==> config.mk <==
export PLATFORM = sky130hd
export DESIGN_NAME = rlpm_div
export DESIGN_NICKNAME = d
export VERILOG_FILES = /design/src/rtl/core/radial_lens_point_mapper_macros.svh /design/src/rtl/core/rlpm_pkg.sv /design/src/rtl/core/rlpm_div.sv
export SDC_FILE = /design/constraint.sdc
export NUM_CORES = 2
export LEC_CHECK = 0
export BUFFER_PORTS_ARGS = -buffer_cell sky130_fd_sc_hd__buf_2
export CAP_MARGIN = 20
export CORE_AREA = 2 2 561 563
export DETAILED_ROUTE_END_ITERATION = 10
export DIE_AREA = 0 0 563 565
export PLACE_DENSITY = 0.62
export SYNTH_ARGS = -nofsm -noshare
export SYNTH_HDL_FRONTEND = slang
export SYNTH_SLANG_ARGS = --single-unit
export TNS_END_PERCENT = 20
==> constraint.sdc <==
create_clock -name clk_i -period 4.1 [get_ports clk_i]
set_clock_uncertainty 0.15 [all_clocks]
set_input_delay 0.41 -clock clk_i [delete_from_list [all_inputs] [get_ports clk_i]]
set_output_delay 0.41 -clock clk_i [all_outputs]
set_load 0.02 [all_outputs]
==> src/rtl/core/radial_lens_point_mapper_macros.svh <==
// assertion macros for the radial lens point mapper
// used by the top level; expects clk_i and rst_ni in scope
`ifndef RADIAL_LENS_POINT_MAPPER_MACROS_SVH
`define RADIAL_LENS_POINT_MAPPER_MACROS_SVH

// checked only while out of reset
`define RLPM_ASSERT(lbl, prop, msg) \
  lbl: assert property (@(posedge clk_i) disable iff (!rst_ni) prop) else $error(msg);

// checked at every edge, reset included
`define RLPM_ASSERT_ALWAYS(lbl, prop, msg) \
  lbl: assert property (@(posedge clk_i) prop) else $error(msg);

`endif

==> src/rtl/core/rlpm_pkg.sv <==
// shared constants, register codes and clamp helper for the lens mapper
// no dependencies
`default_nettype none

package rlpm_pkg;

  localparam int COORD_WIDTH_DEF = 32;
  localparam int CFG_WIDTH       = 32;
  localparam logic [CFG_WIDTH-1:0] SCALE_RESET = 32'h0100_0000;

  typedef enum logic [1:0] {
    CFG_CENTER_X   = 2'd0,
    CFG_CENTER_Y   = 2'd1,
    CFG_DIST_COEFF = 2'd2,
    CFG_SCALE_GAIN = 2'd3
  } cfg_idx_e;

  localparam logic [127:0] CAP62 = 128'd1 << 62;

  function automatic logic [62:0] clamp62(input logic [127:0] v);
    if (v > CAP62) return CAP62[62:0];
    return v[62:0];
  endfunction

endpackage

`default_nettype wire

==> src/rtl/core/rlpm_div.sv <==
// restoring divider: a row of cells, one quotient bit per cell
// lanes share one divisor; uses rlpm_pkg for parameter defaults
`default_nettype none

module rlpm_div #(
  parameter int NN    = rlpm_pkg::COORD_WIDTH_DEF,
  parameter int ND    = rlpm_pkg::CFG_WIDTH,
  parameter int LANES = 1,
  parameter int SW    = 1
) (
  input  logic                      clk_i,
  input  logic                      rst_ni,
  input  logic                      en_i,
  input  logic                      valid_i,
  input  logic [LANES-1:0][NN-1:0]  n_i,
  input  logic [ND-1:0]             d_i,
  input  logic [SW-1:0]             side_i,
  output logic                      valid_o,
  output logic [LANES-1:0][NN-1:0]  q_o,
  output logic [SW-1:0]             side_o
);

  logic [NN:0]                vld;
  logic [SW-1:0]              sd  [NN+1];
  logic [ND-1:0]              dv  [NN+1];
  logic [LANES-1:0][ND-1:0]   rem [NN+1];
  logic [LANES-1:0][NN-1:0]   nq  [NN+1];

  assign vld[0] = valid_i;
  assign sd[0]  = side_i;
  assign dv[0]  = d_i;
  assign rem[0] = '0;
  assign nq[0]  = n_i;

  for (genvar c = 0; c < NN; c++) begin : g_cell
    logic                       vld_q;
    logic [SW-1:0]              sd_q;
    logic [ND-1:0]              d_q;
    logic [LANES-1:0][ND-1:0]   rem_q;
    logic [LANES-1:0][NN-1:0]   nq_q;
    logic [LANES-1:0][ND-1:0]   rem_d;
    logic [LANES-1:0][NN-1:0]   nq_d;

    for (genvar l = 0; l < LANES; l++) begin : g_lane
      logic [ND:0] trial;
      logic        take;
      assign trial    = {rem[c][l], nq[c][l][NN-1]};
      assign take     = trial >= {1'b0, dv[c]};
      assign rem_d[l] = take ? ND'(trial - {1'b0, dv[c]}) : trial[ND-1:0];
      assign nq_d[l]  = {nq[c][l][NN-2:0], take};
    end

    always_ff @(posedge clk_i or negedge rst_ni) begin
      if (!rst_ni) begin
        vld_q <= 1'b0;
      end else if (en_i) begin
        vld_q <= vld[c];
      end
    end

    always_ff @(posedge clk_i) begin
      if (en_i) begin
        sd_q  <= sd[c];
        d_q   <= dv[c];
        rem_q <= rem_d;
        nq_q  <= nq_d;
      end
    end

    assign vld[c+1] = vld_q;
    assign sd[c+1]  = sd_q;
    assign dv[c+1]  = d_q;
    assign rem[c+1] = rem_q;
    assign nq[c+1]  = nq_q;
  end

  assign valid_o = vld[NN];
  assign side_o  = sd[NN];
  assign q_o     = nq[NN];

endmodule

`default_nettype wire

After elaboration in Yosys (flattened, before gate mapping):

Index checks and enable logic that the tools add are counted.

* $mul: 0
* shifts and indexed selects: 0
* equality and inequality tests: 0
* bitwise operators: 0
* div/mod/pow operators: 0
* add/subtract/negate cells: 31
* mux-type cells: 31
* order comparisons: 32
* reductions and logical operators: 0

Operator list (count)
* 33-bit by 32-bit greater-or-equal comparator with 1-bit output: 31
* 32-bit 2-to-1 mux: 30
* 32-bit subtractor: 30
* 1-bit by 32-bit greater-or-equal comparator with 1-bit output: 1
* 1-bit by 32-bit subtractor with 32-bit output: 1
* 1-bit 2-to-1 mux: 1

* RAM bits: 0
* ROM bits: 0
* logic and storage cells: 253
* input port bits: 69
* flip-flop bits (word level): 3072
* bits in latches: 0
* memories: 0

Longest topological paths before layout:

* depth after elaboration: 2
* depth in mapped cells: 17

Worst setup path before layout:

No wires, ideal clock.

* kind: flip-flop to flip-flop
* start: register g_cell[29].d_q[0]
* end: register g_cell[30].rem_q[26] (netlist name) (data pin)
* setup time: 0.260 ns
* arrival time: 3.303 ns
* data required time: 3.690 ns
* slack: 0.387 ns
* buffers on the path: 0
* cell stages (with the launch flop): 14
* cell sequence: edfxtp_1 -> ha_1 -> fa_1 -> nor2b_1 -> o21a_1 -> o21ai_0 -> o311ai_0 -> a31oi_1 -> o21ai_0 -> nand2_1 -> a2111oi_0 -> a21boi_0 -> xnor2_1 -> mux2_2

RTL lines
* start: declaration: line rlpm_div.sv:38 `logic [ND-1:0] d_q;`
* start signal: assignment: line rlpm_div.sv:64 `d_q <= dv[c];`
* end signal: assignment: line rlpm_div.sv:65 `rem_q <= rem_d;`
* end: declaration: line rlpm_div.sv:39 `logic [LANES-1:0][ND-1:0] rem_q;`

==> reports/results.txt <==
IO Port Bufs -> 102
Global-route usage over all layers -> 23.4%
Ports -> 103
Most common cell in the synthesized netlist -> edfxtp_1
Kind of critical path -> flip-flop to flip-flop
Cells along the critical path -> inv_1 -> ha_1 -> nand3_1 -> o21bai_1 -> nand3_1 -> a311o_1 -> a21oi_1 -> o31ai_1 -> a21oi_1 -> or4_1 -> o211ai_1 -> buf_12 -> buf_4 -> nor2_1 -> a21oi_1 -> buf_4
Fin. Hold Viols -> 0
Crit-path max FO -> 22
FF/Latch Area -> 92,100 sq um
Initial antenna violation count -> 11
Status -> finished, final reports clean
Critical Path End Type -> flip-flop
Max VDD drop -> 0.404 mV
Post-route setup TNS -> 0 ns
Period minus WS final -> 4.02 ns
Util after Layout -> 56.9%
NumNets Final -> 14,500
DR vias -> 99,700
HPWL after detailed placement -> 285,000 microns
Largest net degree at the start of global routing -> 99
Max-Cap Viols -> 0
Pre-Repair DR Iteration Count -> 6
Async set-reset flop share out of synthesis -> 1.04%
Worst Hold Class -> input pin to flip-flop
Synth Register Bits -> 3,072
Remaining DRCs -> 0
CTS max path bufs -> 4
Core ar. -> 311,000 sq um
H-tree Lvls -> 5
Area Overhead vs Synth -> 14.0%
EDFF count, synth -> 3,040
CTS buffer count -> 333
Post-Layout Cell Count -> 17,800
Pwr Total -> 142,000 uW
Vias per std cell -> 5.59
Placer congestion estimate -> 0.910
Mapped Area -> 155,000 sq um
Slew @ Worst Pin -> 0.897 ns
Fillers -> 25,600
Inst Count DP -> 17,100
Crit path top cell by count -> a21oi_1
Slew headroom -> 38.6%
Root buffer cell -> clkbuf_16
Share of post-route cells with drive strength above 1 -> 12.2%
Clock Pin Slew Worst Setup and Hold Paths -> 0.06 ns
Cell taking the most area after synthesis -> edfxtp_1
Worst Setup Start Kind -> flip-flop
Die W -> 563 microns
Leakage power -> 0.0716 uW
GR Overflow Total -> 0
Final slew viol count -> 0
Starting density of the core -> 49.9%
Global-route wire length before repair -> 579,000 microns
CP max stage delay -> 0.57 ns
Critical path required time -> 4.71 ns
Final setup vio count -> 0
Unrepaired setup endpoints after global routing -> yes
Final Cycle Share -> 98.1%
CTS tree -> yes
Predominant post-synthesis flop cell -> edfxtp_1
Post-Syn Nets -> 13,800
Vias in the first global route -> 98,500
Clock sink total -> 3,072
Fmax -> 249 MHz
Total Wirelength -> 378,000 microns
Die H -> 565 microns
Multi-input gate area -> 57,600 sq um
Hold_ws -> 0.0794 ns
Arr. time, crit path -> 4.63 ns
Synthesized instance count -> 12,700
Number of DRC markers in iteration 0 -> 8,024
Worst skew pair latency -> 0.93 ns
Routed Antenna Nets -> 0
Synth warn -> 0
Synth top cells by count -> 3,040 x edfxtp_1, 1,229 x inv_1, 1,086 x a21oi_1
Sequential cell area fraction in the yosys report -> 59.3%
Largest cells by area after synthesis -> edfxtp_1 59%, ha_1 8.0%, a21oi_1 3.5%
Cell Pwr Density -> 801 nW/um^2
Total die area -> 318,000 sq um
Max stage delay cell, worst path -> or4_1
Area fraction of the dominant cell type after synthesis -> 58.8%
Avg Inst Size Synth -> 12.2 sq um
WL per Instance -> 21.2 microns
Num rows -> 205
Number of distinct library cells after synthesis -> 104
-- final cells by class --
class	instances	area share (%)
sequential	3072	52.0
multi-input combinational	8061	32.6
clock inverter	222	1.40
antenna	3	0.00424
clock buffer	385	4.84
timing repair buffer	728	3.66
inverter	1231	2.61
tap	4140	2.93
-- stage by stage --
step                area, sq um  setup WS, ns
finish                   177000        0.0791
global route             177000       -0.0454
CTS                      177000       0.00308
detailed placement       165000        -0.108
global placement         165000       -0.0582
floorplan                155000         0.387
-- path summary, 6_finish.rpt --
check	slack (ns)	to	cells after the start	startpoint
setup / recovery	0.08	g_cell[23].rem_q[13]	16	g_cell[22].d_q[2]
hold / removal	0.08	g_cell[0].nq_q[7]	2	n_i[6]
setup reg to reg	0.08	g_cell[23].rem_q[13]	16	g_cell[22].d_q[2]
hold reg to reg	0.25	g_cell[18].nq_q[17]	0	g_cell[17].nq_q[16]
max in group asynchronous	3.23	g_cell[17].vld_q	4	rst_ni
min in group asynchronous	0.40	g_cell[28].vld_q	4	rst_ni
-- worst max-delay path, delay by kind of cell (launching register included) --
kind            cells  cell delay (ns)
flops               1             0.45
compound gates      7             1.41
buf+inv             4             0.63
simple gates        4             0.89
fa+ha+maj           1             0.34
-- layer usage --
metal	vias to the layer above	GRT usage (%)	share of wire, %
li1	48200	-	-
met1	48500	33.5	47
met2	2365	37.4	46
met3	575	3.09	4.7
met4	0	6.77	3.0
met5	-	0	0
-- flip-flops by register name, indices dropped and copies added (netlist names) --
register      cells
q_o              32
side_o            1
g_cell.sd_q      31
g_cell.vld_q     31
g_cell.rem_q    992
g_cell.d_q      992
g_cell.nq_q     992
valid_o           1
-- power breakdown --
group,total (uW),internal [uW],switching (uW)
Combinational,61900,27500,34300
Sequential,50000,45000,5060
Clock,30000,17200,12800
Total,142000,89800,52100
-- logic make-up (layout without fill, tap and decap cells) --
logic type | count (synthesis) | in the layout | share of synthesized area, %
mux | 410 | 410 | 2.95
compound gates | 3249 | 3249 | 13.1
other cells | 0 | 3 | 0
flops | 3072 | 3072 | 59.3
simple gates | 2543 | 2543 | 7.70
buf+inv | 1555 | 2566 | 3.88
xor+xnor | 835 | 835 | 4.71
fa+ha+maj | 1024 | 1024 | 8.39
-- layout by cell type, fill, tap and decap left out, drive strengths merged, types with 38 or more instances in the layout --
master	synthesis	routed
a21boi	55	55
a31oi	126	126
and3	82	82
nor4	42	42
clkinv	0	146
nand3	200	200
clkbuf	238	385
nand2	795	795
a21oi	1086	1086
nor2b	137	137
or3	43	43
nand4	164	164
dlygate4sd3	0	100
or2	38	38
o21ai	765	765
xnor2	467	467
xor2	368	368
o21bai	138	138
a21o	521	521
nand2b	120	120
o31ai	71	71
nor3	109	109
edfxtp	3040	3040
nor2	702	702
ha	994	994
o21a	92	92
inv	1231	1248
mux2	378	378
buf	86	628
a211oi	67	67
-- what timing repair did --
action	CTS	global route
endpoints found under the hold margin	159	0
endpoints found under the setup margin	23	320
pin swaps	0	3
gates resized for setup	7	60
hold buffers	101	0
buffers inserted	0	1
Note: power is estimated with default switching activity, not from simulation.
