==> src/rtl/core/radial_lens_point_mapper_macros.svh <==
// assertion macros for the radial lens point mapper
// used by the top level; expects clk_i and rst_ni in scope
`ifndef RADIAL_LENS_POINT_MAPPER_MACROS_SVH
`define RADIAL_LENS_POINT_MAPPER_MACROS_SVH

// checked only while out of reset
`define RLPM_ASSERT(lbl, prop, msg) \
  lbl: assert property (@(posedge clk_i) disable iff (!rst_ni) prop) else $error(msg);

// checked at every edge, reset included
`define RLPM_ASSERT_ALWAYS(lbl, prop, msg) \
  lbl: assert property (@(posedge clk_i) prop) else $error(msg);

`endif

==> src/rtl/core/rlpm_pkg.sv <==
// shared constants, register codes and clamp helper for the lens mapper
// no dependencies
`default_nettype none

package rlpm_pkg;

  localparam int COORD_WIDTH_DEF = 32;
  localparam int CFG_WIDTH       = 32;
  localparam logic [CFG_WIDTH-1:0] SCALE_RESET = 32'h0100_0000;

  typedef enum logic [1:0] {
    CFG_CENTER_X   = 2'd0,
    CFG_CENTER_Y   = 2'd1,
    CFG_DIST_COEFF = 2'd2,
    CFG_SCALE_GAIN = 2'd3
  } cfg_idx_e;

  localparam logic [127:0] CAP62 = 128'd1 << 62;

  function automatic logic [62:0] clamp62(input logic [127:0] v);
    if (v > CAP62) return CAP62[62:0];
    return v[62:0];
  endfunction

endpackage

`default_nettype wire

==> src/rtl/core/rlpm_mul.sv <==
// shift-add multiplier: a row of cells, one multiplier bit per cell
// uses rlpm_pkg for parameter defaults
`default_nettype none

module rlpm_mul #(
  parameter int NA    = rlpm_pkg::COORD_WIDTH_DEF,
  parameter int NB    = rlpm_pkg::COORD_WIDTH_DEF,
  parameter int LANES = 1,
  parameter int SW    = 1
) (
  input  logic                          clk_i,
  input  logic                          rst_ni,
  input  logic                          en_i,
  input  logic                          valid_i,
  input  logic [LANES-1:0][NA-1:0]      a_i,
  input  logic [LANES-1:0][NB-1:0]      b_i,
  input  logic [SW-1:0]                 side_i,
  output logic                          valid_o,
  output logic [LANES-1:0][NA+NB-1:0]   p_o,
  output logic [SW-1:0]                 side_o
);

  localparam int PW = NA + NB;

  logic [NB:0]                vld;
  logic [SW-1:0]              sd  [NB+1];
  logic [LANES-1:0][NA-1:0]   av  [NB+1];
  logic [LANES-1:0][NB-1:0]   bv  [NB+1];
  logic [LANES-1:0][PW-1:0]   acc [NB+1];

  assign vld[0] = valid_i;
  assign sd[0]  = side_i;
  assign av[0]  = a_i;
  assign bv[0]  = b_i;
  assign acc[0] = '0;

  for (genvar c = 0; c < NB; c++) begin : g_cell
    logic                       vld_q;
    logic [SW-1:0]              sd_q;
    logic [LANES-1:0][NA-1:0]   a_q;
    logic [LANES-1:0][NB-1:0]   b_q;
    logic [LANES-1:0][PW-1:0]   acc_q;
    logic [LANES-1:0][PW-1:0]   acc_d;

    for (genvar l = 0; l < LANES; l++) begin : g_lane
      assign acc_d[l] = bv[c][l][c] ? acc[c][l] + (PW'(av[c][l]) << c) : acc[c][l];
    end

    always_ff @(posedge clk_i or negedge rst_ni) begin
      if (!rst_ni) begin
        vld_q <= 1'b0;
      end else if (en_i) begin
        vld_q <= vld[c];
      end
    end

    always_ff @(posedge clk_i) begin
      if (en_i) begin
        sd_q  <= sd[c];
        a_q   <= av[c];
        b_q   <= bv[c];
        acc_q <= acc_d;
      end
    end

    assign vld[c+1] = vld_q;
    assign sd[c+1]  = sd_q;
    assign av[c+1]  = a_q;
    assign bv[c+1]  = b_q;
    assign acc[c+1] = acc_q;
  end

  assign valid_o = vld[NB];
  assign side_o  = sd[NB];
  assign p_o     = acc[NB];

endmodule

`default_nettype wire

==> config.mk <==
export PLATFORM = sky130hd
export DESIGN_NAME = rlpm_mul
export DESIGN_NICKNAME = d
export VERILOG_FILES = /design/src/rtl/core/radial_lens_point_mapper_macros.svh /design/src/rtl/core/rlpm_pkg.sv /design/src/rtl/core/rlpm_mul.sv
export SDC_FILE = /design/constraint.sdc
export NUM_CORES = 2
export LEC_CHECK = 0
export ABC_CLOCK_PERIOD_IN_PS = 7420
export BUFFER_PORTS_ARGS = -buffer_cell sky130_fd_sc_hd__buf_2
export CORE_AREA = 2 2 532 586
export CTS_CLUSTER_DIAMETER = 200
export DETAILED_ROUTE_END_ITERATION = 10
export DIE_AREA = 0 0 534 588
export GPL_TIMING_DRIVEN = 0
export PLACE_DENSITY = 0.69
export REMOVE_ABC_BUFFERS = 1
export SKIP_CTS_REPAIR_TIMING = 1
export SLEW_MARGIN = 10
export SYNTH_ARGS = -nofsm -noshare
export SYNTH_HDL_FRONTEND = slang
export SYNTH_SLANG_ARGS = --single-unit
==> constraint.sdc <==
create_clock -name clk_i -period 7.42 [get_ports clk_i]
set_clock_uncertainty 0.15 [all_clocks]
set_input_delay 1.113 -clock clk_i [delete_from_list [all_inputs] [get_ports clk_i]]
set_output_delay 1.113 -clock clk_i [all_outputs]
set_load 0.03 [all_outputs]
-- Word-level counts from Yosys, hierarchy flattened
Index checks and enable logic that the tools add are counted.
- logic and storage cells: 221
- bits in registers: 4096
- output and inout bits: 66
- add/subtract/negate cells: 31
- mux-type cells: 31
- operators by type and width (cell ; count):
    $mux W64 ; 31
    $add A64 B33 Y64 ; 1
    $add A64 B34 Y64 ; 1
    $add A64 B35 Y64 ; 1
    $add A64 B36 Y64 ; 1
    $add A64 B37 Y64 ; 1
    $add A64 B38 Y64 ; 1
    $add A64 B39 Y64 ; 1
    $add A64 B40 Y64 ; 1
    $add A64 B41 Y64 ; 1
    $add A64 B42 Y64 ; 1
    $add A64 B43 Y64 ; 1
    $add A64 B44 Y64 ; 1
    $add A64 B45 Y64 ; 1
    $add A64 B46 Y64 ; 1
    $add A64 B47 Y64 ; 1
    $add A64 B48 Y64 ; 1
    $add A64 B49 Y64 ; 1
    $add A64 B50 Y64 ; 1
    $add A64 B51 Y64 ; 1
    $add A64 B52 Y64 ; 1
    $add A64 B53 Y64 ; 1
    $add A64 B54 Y64 ; 1
    $add A64 B55 Y64 ; 1
    other kinds (8) ; 8

-- Longest topological paths before layout
- depth in word-level cells: 2
- mapped depth: 12

-- Worst setup path before layout
Ideal clock, no wire load.
- kind: register to register
- from: reg g_cell[0].a_q[0] (netlist name)
- to: reg g_cell[1].acc_q[31] (netlist name) (data pin)
- stages on the path, launching flop included: 13
- setup slack: 3.755 ns
- setup time: 0.260 ns
- required time: 7.010 ns
- buffers on the path: 0
- data arrival time: 3.255 ns
- cell sequence: edfxtp_1 > ha_1 > fa_1 > a21o_1 > o2bb2ai_1 > o221a_4 > a311oi_4 > o31ai_2 > a311o_1 > a21o_1 > a311o_1 > xor2_1 > mux2_4
- RTL lines (what ; line ; text):
    start: declaration ; rlpm_mul.sv:40 ; logic [LANES-1:0][NA-1:0] a_q;
    start signal: assignment ; rlpm_mul.sv:60 ; a_q <= av[c];
    end signal: assignment ; rlpm_mul.sv:62 ; acc_q <= acc_d;
    end: declaration ; rlpm_mul.sv:42 ; logic [LANES-1:0][PW-1:0] acc_q;

==> results summary <==
For met3 alone, demand over resource in global routing was 0.0246. Setup slack on the critical path of the routed design comes to 2700 ps. Setup repair after global routing left no endpoint under its margin. The signal arrival time at the worst endpoint came out at 5200 ps. Counting distinct cell types in the post-synthesis netlist gives 99. The kind of launch point of the worst setup path is a register. After layout, the minimum clock period comes to 4720 ps. The filler cell count came out at around 24000.

The most crowded layer after global routing is met2. Relative to the synthesized area, the layout overhead comes to 10.7%. Counting flops with an async set or reset pin after synthesis yields a share of 0.0103.

For the pin with the worst max-slew slack, the measured transition is 1160 ps. In this run the worst hold path is classified as input port to asynchronous set/reset pin. The routability congestion estimate is 0.963. The clock net sink count came out at 3103.

Across the run, the number of max-cap violations was 0. The maximum level of the CTS H-tree came out at 5. The fraction of the yosys area taken by sequential cells is 0.606.

In the routed design, unresolved DRC markers number 0. The per-cell via count in the routed design came out at approximately 5.8. The pre-antenna-repair detailed-routing pass consisted of 8 iterations. The clock tree root driver cell is clkbuf_16. The initial standard-cell utilization of the core is 0.498.

Sorting the synthesized cells by how often they occur yields edfxtp_1, ha_1, a21oi_1. The reported leakage power is 64.2 nW. The clock buffer count from CTS is 328. The area of the mapped netlist is between 150000 and 200000 um2. The main combinational cell family by area after synthesis is compound AO/OA/AOI/OAI gates. The hold violation count in the final report is 0. The power per cell area came out at approximately 330 nW/um2. The number of synthesized register bits came out at 3103.

The maximum root-to-sink buffer count is 4. Among all cell types in the netlist, the one instantiated most often is edfxtp_1. The max-slew violation count came to 0.

The maximum number of pins on one net before global-route repair came out at 177. Across every metal layer, demand over resource in global routing totals 0.182. Before CTS, the worst setup slack after placement is 1900 ps. The count of standard-cell rows came out at 214. In this run the worst path has a maximum fanout of 4. The register clock-pin slew on the reported worst setup and hold paths came out at about 70 ps.

The number of global-route vias before repair came out at between 90000 and 100k. The floorplan core area came out at just over 300000 um2. The die extent in x came out at about 530 um. The leftover overflow at the end of global routing is 0.

The routed wire length per instance came out at 18.5 um. The total wire length came out at a little under 300000 um. Of the post-synthesis cell area, the part taken by muxes is 0.0625. The synthesized-area fraction occupied by and/or/nand/nor cells came out at 0.0625. The initial antenna violation count came out at 1. The clock latency on the worst-skew pair came out at 910 ps. The I/O pin total came out at 135. The number of setup violations in the final report is 0. Across all hold checks on the routed design, the worst slack comes to between 100 and 150 ps. The worst reg-to-reg setup slack is approximately 2700 ps. The count of input and output buffers came out at 134. The layout cell share with drive strength beyond 1 is 0.134.

Measured against its own limit, the worst slew margin works out to 0.219. The element type at the critical path end is a register. The number of enable flip-flop cells after synthesis is 3071. The number of DRC markers after the initial detailed-route iteration came out at 4630.

The proportion of netlist area held by the largest area contributor came out at 0.601. The area enclosed by the die boundary came out at 314000 um2. At the worst endpoint, the required time is 7890 ps. The first global-routing pass estimated 471000 um of wire. The adder and majority cell fraction of the synthesized area is 0.0849. After legalization and detailed placement, the total HPWL measured 210000 um. Of the total synthesized cell area, the portion taken by XOR and XNOR cells is 0.0490.

IR analysis of the VDD net gives a maximum drop of 207 uV. The cell count after synthesis is between 10000 and 15000. Once detail routing completed, the nets flagged for antenna violations numbered 0. The flow ran to the end, and the final reports show no timing, DRC or antenna violations.

After synthesis, the cell types taking the most area are edfxtp_1, ha_1, mux2_2. For this run, the top clock speed supported by timing is 212 MHz. The synthesized area per cell came out at 13.7 um2. The die outline height came out at 588 um. The global routing met2 resource utilization is 0.386. The number of warnings printed during yosys synthesis came out at 0.

The worst setup path is of the register to register kind. The post-synthesis compound-gate area fraction is 0.122. In the global route stage, met1 resource usage came out at 0.155.

Among all flip-flop cells after synthesis, the most frequent one is edfxtp_1. The setup TNS came out at 0 ps. The cell type contributing the most total cell area after synthesis is edfxtp_1. The net count of the finished layout is around 13000. The CTS tree is built. For this block, the via count after detailed routing is 90900. The final worst-path cycle share came out at 0.637.
routing by layer:
layer	part of all wire	vias up
met5	0	-
met3	0.031	975
met1	0.32	44100
li1	-	43900
met4	0.057	0
met2	0.59	1875
worst max-delay path: stages, from the launching register on:
cell,delay [ps]
edfxtp_1,410
ha_1,270
fa_1,420
a21o_1,200
a21o_1,210
a2111oi_0,940
o31a_1,430
o211ai_1,160
a41oi_1,400
o21ai_1,210
a31oi_1,300
xnor2_1,90
mux2_2,260
logic make-up (layout without fill, tap and decap cells):
kind of cell / after synthesis / in the layout
compound gates: 2916 / 2916
xor+xnor: 858 / 858
other cells: 0 / 1
simple gates: 1943 / 1943
flops: 3103 / 3103
buf+inv: 504 / 981
fa+ha+maj: 1022 / 1022
mux: 852 / 852
metrics by stage:
stage | utilization | std cells | instance area (um2) | power (mW)
CTS | 0.551 | 15800 | 170000 | 56.7
global placement | 0.513 | 15100 | 158000 | 41.4
detailed placement | 0.517 | 15200 | 159000 | 40.5
floorplan | - | 10900 | 152000 | 36.2
finish | 0.551 | 15800 | 170000 | 56.4
global route | 0.551 | 15800 | 170000 | 59.4
worst paths after layout:
path | start | endpoint | cells past startpoint
worst max register to register | g_cell[7].a_q[0] | g_cell[8].acc_q[36] | 12
max in group asynchronous | rst_ni | g_cell[30].vld_q | 1
min in group clk_i | g_cell[12].b_q[25] | g_cell[13].b_q[25] | 0
worst min-delay path | rst_ni | g_cell[13].vld_q | 1
worst max-delay path | g_cell[7].a_q[0] | g_cell[8].acc_q[36] | 12
worst min register to register | g_cell[12].b_q[25] | g_cell[13].b_q[25] | 0
layout by cell type, fill, tap and decap left out, types with 103 or more instances in the layout:
cell,instances
nand4_1,125
a21oi_1,978
o21a_1,105
nand3_1,196
xor2_1,274
ha_1,991
a21o_1,613
buf_2,133
nand2_1,494
o21bai_1,103
mux2_2,845
edfxtp_1,3071
o21ai_0,359
and3_1,103
inv_1,186
nor2_1,492
xnor2_1,584
clkbuf_16,335
power by group:
part           switching [mW]  internal [mW]  total [mW]
sequential               1.08           22.4        23.4
clock                    6.72           9.23        15.9
combinational            9.36           7.62        17.0
state kept, by name, summed over array words and instances, names as in the netlist:
register / cells
p_o: 64
g_cell.vld_q: 31
side_o: 1
g_cell.sd_q: 31
g_cell.a_q: 992
g_cell.acc_q: 1487
g_cell.b_q: 496
valid_o: 1
cell type report:
class	instances	area [um2]	share of cell area
Clock inverter	189	1810	0.0106
Inverter	187	702	0.00413
Sequential cell	3103	93000	0.548
Timing Repair Buffer	209	2100	0.0124
Antenna cell	1	2.50	0.0000147
Multi-Input combinational cell	7591	58500	0.344
Clock buffer	396	8610	0.0507
Tap cell	4104	5130	0.0302
No activity file was read; power rests on OpenSTA's default activity.
