--- src/rtl/core/radial_lens_point_mapper_macros.svh ---
// assertion macros for the radial lens point mapper
// used by the top level; expects clk_i and rst_ni in scope
`ifndef RADIAL_LENS_POINT_MAPPER_MACROS_SVH
`define RADIAL_LENS_POINT_MAPPER_MACROS_SVH

// checked only while out of reset
`define RLPM_ASSERT(lbl, prop, msg) \
  lbl: assert property (@(posedge clk_i) disable iff (!rst_ni) prop) else $error(msg);

// checked at every edge, reset included
`define RLPM_ASSERT_ALWAYS(lbl, prop, msg) \
  lbl: assert property (@(posedge clk_i) prop) else $error(msg);

`endif

--- src/rtl/core/rlpm_pkg.sv ---
// shared constants, register codes and clamp helper for the lens mapper
// no dependencies
`default_nettype none

package rlpm_pkg;

  localparam int COORD_WIDTH_DEF = 32;
  localparam int CFG_WIDTH       = 32;
  localparam logic [CFG_WIDTH-1:0] SCALE_RESET = 32'h0100_0000;

  typedef enum logic [1:0] {
    CFG_CENTER_X   = 2'd0,
    CFG_CENTER_Y   = 2'd1,
    CFG_DIST_COEFF = 2'd2,
    CFG_SCALE_GAIN = 2'd3
  } cfg_idx_e;

  localparam logic [127:0] CAP62 = 128'd1 << 62;

  function automatic logic [62:0] clamp62(input logic [127:0] v);
    if (v > CAP62) return CAP62[62:0];
    return v[62:0];
  endfunction

endpackage

`default_nettype wire

--- src/rtl/core/rlpm_sqrt.sv ---
// integer square root: a row of cells, one root bit per cell
// uses rlpm_pkg for parameter defaults
`default_nettype none

module rlpm_sqrt #(
  parameter int NX = 2 * rlpm_pkg::COORD_WIDTH_DEF,
  parameter int SW = 1
) (
  input  logic              clk_i,
  input  logic              rst_ni,
  input  logic              en_i,
  input  logic              valid_i,
  input  logic [NX-1:0]     x_i,
  input  logic [SW-1:0]     side_i,
  output logic              valid_o,
  output logic [NX/2-1:0]   root_o,
  output logic [SW-1:0]     side_o
);

  localparam int H  = NX / 2;
  localparam int RW = H + 1;

  logic [H:0]     vld;
  logic [SW-1:0]  sd   [H+1];
  logic [NX-1:0]  xs   [H+1];
  logic [RW-1:0]  rem  [H+1];
  logic [H-1:0]   root [H+1];

  assign vld[0]  = valid_i;
  assign sd[0]   = side_i;
  assign xs[0]   = x_i;
  assign rem[0]  = '0;
  assign root[0] = '0;

  for (genvar c = 0; c < H; c++) begin : g_cell
    logic           vld_q;
    logic [SW-1:0]  sd_q;
    logic [NX-1:0]  xs_q;
    logic [RW-1:0]  rem_q;
    logic [H-1:0]   root_q;
    logic [RW+1:0]  cur;
    logic [RW+1:0]  trial;
    logic           take;

    assign cur   = {rem[c], xs[c][NX-1 -: 2]};
    assign trial = (RW + 2)'({root[c], 2'b01});
    assign take  = cur >= trial;

    always_ff @(posedge clk_i or negedge rst_ni) begin
      if (!rst_ni) begin
        vld_q <= 1'b0;
      end else if (en_i) begin
        vld_q <= vld[c];
      end
    end

    always_ff @(posedge clk_i) begin
      if (en_i) begin
        sd_q   <= sd[c];
        xs_q   <= {xs[c][NX-3:0], 2'b00};
        rem_q  <= take ? RW'(cur - trial) : RW'(cur);
        root_q <= {root[c][H-2:0], take};
      end
    end

    assign vld[c+1]  = vld_q;
    assign sd[c+1]   = sd_q;
    assign xs[c+1]   = xs_q;
    assign rem[c+1]  = rem_q;
    assign root[c+1] = root_q;
  end

  assign valid_o = vld[H];
  assign side_o  = sd[H];
  assign root_o  = root[H];

endmodule

`default_nettype wire

--- config.mk ---
export PLATFORM = sky130hd
export DESIGN_NAME = rlpm_sqrt
export DESIGN_NICKNAME = d
export VERILOG_FILES = /design/src/rtl/core/radial_lens_point_mapper_macros.svh /design/src/rtl/core/rlpm_pkg.sv /design/src/rtl/core/rlpm_sqrt.sv
export SDC_FILE = /design/constraint.sdc
export NUM_CORES = 2
export LEC_CHECK = 0
export BUFFER_PORTS_ARGS = -buffer_cell sky130_fd_sc_hd__buf_2
export CAP_MARGIN = 25
export CORE_MARGIN = 2
export CORE_UTILIZATION = 48
export CTS_CLUSTER_DIAMETER = 100
export DETAILED_ROUTE_END_ITERATION = 8
export PLACE_DENSITY = 0.72
export SYNTH_ARGS = -nofsm -noshare
export SYNTH_HDL_FRONTEND = slang
export SYNTH_SLANG_ARGS = --single-unit
export TNS_END_PERCENT = 100
--- constraint.sdc ---
create_clock -name clk_i -period 4.2 [get_ports clk_i]
set_input_delay 0.84 -clock clk_i [delete_from_list [all_inputs] [get_ports clk_i]]
set_output_delay 0.84 -clock clk_i [all_outputs]
set_load 0.005 [all_outputs]
Word level (Yosys, flattened, before mapping)

Index checks and enable logic that the tools add are counted.
Widths: inputs -> output; s select.

Add/subtract/negate cells: 31
Order comparisons: 32
Muxes and demuxes: 31

Operators by type and width:

| operator         | count |
|---|---|
| $mux 33          | 30 |
| $ge 35x10->1     | 1 |
| $ge 35x11->1     | 1 |
| $ge 35x12->1     | 1 |
| $ge 35x13->1     | 1 |
| $ge 35x14->1     | 1 |
| $ge 35x15->1     | 1 |
| $ge 35x16->1     | 1 |
| $ge 35x17->1     | 1 |
| $ge 35x18->1     | 1 |
| $ge 35x19->1     | 1 |
| $ge 35x20->1     | 1 |
| $ge 35x21->1     | 1 |
| $ge 35x22->1     | 1 |
| $ge 35x23->1     | 1 |
| $ge 35x24->1     | 1 |
| $ge 35x25->1     | 1 |
| $ge 35x26->1     | 1 |
| $ge 35x27->1     | 1 |
| $ge 35x28->1     | 1 |
| $ge 35x29->1     | 1 |
| $ge 35x3->1      | 1 |
| $ge 35x30->1     | 1 |
| $ge 35x31->1     | 1 |
| other kinds (41) | 41 |

Bits in registers: 2577
Bits of input ports: 69
Output and inout bits: 34
Word-level logic and storage cells: 253

Depth between registers and ports, before layout

Depth in word-level cells: 2
Depth in mapped cells: 14
Gate-level depth less buffers: 12

Worst setup path before layout

OpenSTA, ideal clock, no wires.

Path type: register to register
Start point: register g_cell[6].rem_q[20]
End point: register g_cell[7].rem_q[20], data pin
Setup time: 0.266 ns
Arrival: 3.249 ns
Required time: 3.934 ns
Path slack: 0.686 ns
Stages on the path, launching flop included: 11
Buffers on the path: 1
Period minus slack after synthesis: 3.514 ns
Cell sequence: edfxtp_1 -> or4_4 -> or4_1 -> or2_1 -> or3_4 -> or4_1 -> or2_1 -> and3b_1 -> buf_4 -> nor3_1 -> xor2_1

Word-level cells in the longest chain between the ends: 2

RTL lines:

| element                | line            | source |
|---|---|---|
| from (decl)            | rlpm_sqrt.sv:39 | `logic [RW-1:0] rem_q;` |
| from (signal assigned) | rlpm_sqrt.sv:61 | `rem_q <= take ? RW'(cur - trial) : RW'(cur);` |
| $ge 35x9->1            | rlpm_sqrt.sv:47 | `assign take = cur >= trial;` |
| $mux 33                | rlpm_sqrt.sv:61 |  |
| to (signal assigned)   | rlpm_sqrt.sv:61 |  |
| to (decl)              | rlpm_sqrt.sv:39 |  |

Every way passes these cells.
A chain may end at the register's enable or synchronous reset.

Worst setup path after layout

Start point: register g_cell[21].rem_q[6]
End point: register g_cell[22].rem_q[10], data pin

Word-level cells in the longest chain between the ends: 2
Elaborated cells between the ends (all ways): 3
Those cells by class: add/sub (1); order compare (1); mux (1)

RTL lines:

| element                                        | line |
|---|---|
| from (decl)                                    | rlpm_sqrt.sv:39 |
| from (signal assigned)                         | rlpm_sqrt.sv:61 |
| $sub 33x24->33 or $ge 35x24->1 (tied branches) | rlpm_sqrt.sv:61, rlpm_sqrt.sv:47 |
| $mux 33 *                                      | rlpm_sqrt.sv:61 |
| to (signal assigned)                           | rlpm_sqrt.sv:61 |
| to (decl)                                      | rlpm_sqrt.sv:39 |

Mark *: on every way between the ends. The rest lies on a longest branch, timed or not.

==> summary.txt <==
Yosys cell types = 90
Synth top area share = 63.90%
internal power = 53.18 mW
buffer depth of the longest clock path = 4
Syn. warnings = 0
Tmin final = 3858 ps
Yosys reg bits = 2,559
Final #Nets = 10.15k
Final setup violation count = 0
Hold Vio Cnt, Final = 0
slowest CP cell = a31oi_1
root buf cell = clkbuf_16
Worst Setup EP = g_cell[22].rem_q[10]
worst reg-to-reg setup slack = 340 ps
most frequent CP cell = o21ai_0
power per cell area = 554.5 mW/mm2
Max-cap violations = 0
Die H = 501.4 um
DR DRC count = 0
global-route wire length before repair = 387,300 um
IO Port Bufs = 102
fmax = 259.2 MHz
setup ws final = 341.7 ps
Logic pwr share = 20.3%
GRT Total Usage = 19.32%
CP Buf/Inv Count = 2
Final Power = 73.95 mW
clk_skew = 58.85 ps
Post-synth EDFFs = 2,527
Switching Fraction = 28.10%
pre-CTS setup slack = 433.4 ps
initial antenna violation count = 3
setup TNS = 0 ps
sw power = 20.78 mW
clk slew on worst S/H paths = 60 ps
Worst-Margin Slew = 953.0 ps
Initial Util = 48.29%
Clock Sinks = 2,559
final std cell area, no fill = 0.1334 mm2
Vias = 71.51k
H-tree depth = 5
max incr delay on CP = 500 ps
Mapped Area = 0.1188 mm2
post-synthesis sequential area ratio = 64.57%
drt pass-1 iters = 5
R2R Path End = g_cell[22].rem_q[10]
gate count after technology mapping = 9,146
Reg2Reg Depth = 11
ANT nets after route = 0
Leakage = 50.80 nW
latest clock arrival within the worst-skew pair = 930 ps
CP cell instances = ha_1 > a21o_1 > a2111oi_0 > o21ai_0 > a31oi_1 > o21ai_0 > a21oi_1 > a21o_1 > buf_4 > buf_4 > o21ai_0
Via density = 5.525
outcome = completed
vias in the first global route = 70.67k
DP Area = 0.1242 mm2
startpoint types = flip-flop
WL final = 245,400 um
Final Max Tran Viols = 0
worst path required time = 4820 ps
count leader, synth = edfxtp_1
area delta synth->final = 12.29%
CTS buffer count = 292
row count = 182
Max-slew headroom = 34.82%
top cells by count, synth = 2,527 x edfxtp_1, 731 x inv_1, 663 x nand2_1
Syn Area/Cell = 12.99 um2
CP delay by family, top = compound AO/OA/AOI/OAI gates
Core Region = 0.2459 mm2
clock power share = 33.0%
Die Area = 0.2514 mm2
Initial DRC Count = 5,731
drt wl/cell = 18.96 um
DP HPWL = 176,900 um
top_reg_cell synth = edfxtp_1
Ports = 103
Final period util = 91.86%
Overflow after GRT = 0
Filler cells = 20.10k
largest net degree at the start of global routing = 146
multi-input logic area = 0.03873 mm2
CTS tree = built
RR Startpoint = g_cell[21].rem_q[6]
area leader, netlist = edfxtp_1
WS Path Type = flip-flop to flip-flop
CP Max Fanout = 26
# resized after CTS = 0
WP depth = 11
Critical Path Source = g_cell[21].rem_q[6]
Critical Path AT = 4480 ps
post-CTS setup buffer count = 0
Die Wd = 501.4 um
Hold Slack = 82.94 ps
sequential share of power = 46.7%
share of cells above drive strength 1 = 9.011%
Post-Syn Nets = 9,776
RSZ-0062 raised after global routing = false
Synth area leaders = edfxtp_1 64%, ha_1 5.9%, xnor2_1 3.0%
register area = 0.07668 mm2
Peak VDD IR = 0.4970 mV
Critical Path Sink Type = flip-flop
asr flop ratio synth = 1.250%
Placer Congestion = 0.9024
worst min path class = input port to flip-flop
through the flow:
stage / util [%] / instances
floorplan: - / 9146
global placement: 50.51 / 12440
detailed placement: 50.51 / 12440
CTS: 54.22 / 12940
global route: 54.23 / 12940
finish: 54.23 / 12940
logic make-up (layout without fill, tap and decap cells):
family,after synthesis,in the layout,share of synthesized area (%)
buffers and inverters,906,1481,2.893
flip-flops,2559,2559,64.57
AO/OA/AOI/OAI,1831,1831,9.702
multiplexers,147,147,1.367
AND/OR/NAND/NOR,2365,2365,9.832
other,1,3,0.003158
adder cells (fa/ha/maj),561,561,5.910
XOR/XNOR,776,776,5.723
cell usage in the layout (no fill, tap or decap), drive strengths merged, types with 126 or more instances in the layout:
cell type  count
xor2         371
o21ai        505
ha           561
nand3        142
nor3         227
a21o         233
inv          738
a21oi        476
nand2        663
buf          252
nor2         525
xnor2        405
edfxtp      2527
nor4         126
clkbuf       338
power groups by stage:
stage | clock network, mW | registers (mW) | logic (mW)
after floorplan | 0 | 33.9 | 10.9
after global routing | 26.0 | 34.9 | 16.7
after CTS | 25.1 | 34.6 | 15.0
after detailed placement | 0 | 35.1 | 14.9
final | 24.4 | 34.6 | 15.0
after global placement | 0 | 35.0 | 14.6
sequential cells by signal, summed over array words and instances, names as in the netlist:
| name | count |
|---|---|
| side_o | 1 |
| root_o | 32 |
| g_cell.xs_q | 992 |
| g_cell.vld_q | 31 |
| g_cell.sd_q | 31 |
| g_cell.rem_q | 975 |
| valid_o | 1 |
| g_cell.root_q | 496 |
worst min path at each step:
stage / startpoint / cells after the start / end
detailed placement: g_cell[9].xs_q[37] / 0 / g_cell[10].xs_q[39]
global route: x_i[13] / 1 / g_cell[0].xs_q[15]
global placement: g_cell[6].xs_q[31] / 0 / g_cell[7].xs_q[33]
finish: x_i[54] / 1 / g_cell[0].xs_q[56]
floorplan: g_cell[9].sd_q / 0 / g_cell[10].sd_q
CTS: x_i[10] / 1 / g_cell[0].xs_q[12]
routing by layer:
layer | track usage [%] | vias up | part of all wire, %
met1 | 24.80 | 34590 | 42
met3 | 2.536 | 508 | 4.3
met4 | 6.868 | 2 | 3.4
li1 | - | 34670 | -
met5 | 0 | - | 0.0053
met2 | 33.55 | 1745 | 50
layout make-up:
class,instances,area share [%]
well taps,3220,3.021
inverters,732,2.060
multi-input cells,5681,29.04
clock inverters,158,1.144
diodes,2,0.003753
clock buffers,338,5.704
flip-flops and latches,2559,57.50
repair buffers,253,1.527
timing repair:
| item | in CTS | in global routing |
|---|---|---|
| endpoints found under the hold margin | 32 | 0 |
| hold buffers | 1 | 0 |
| setup endpoints to repair | 0 | 0 |
Note: power is estimated with default switching activity, not from simulation.
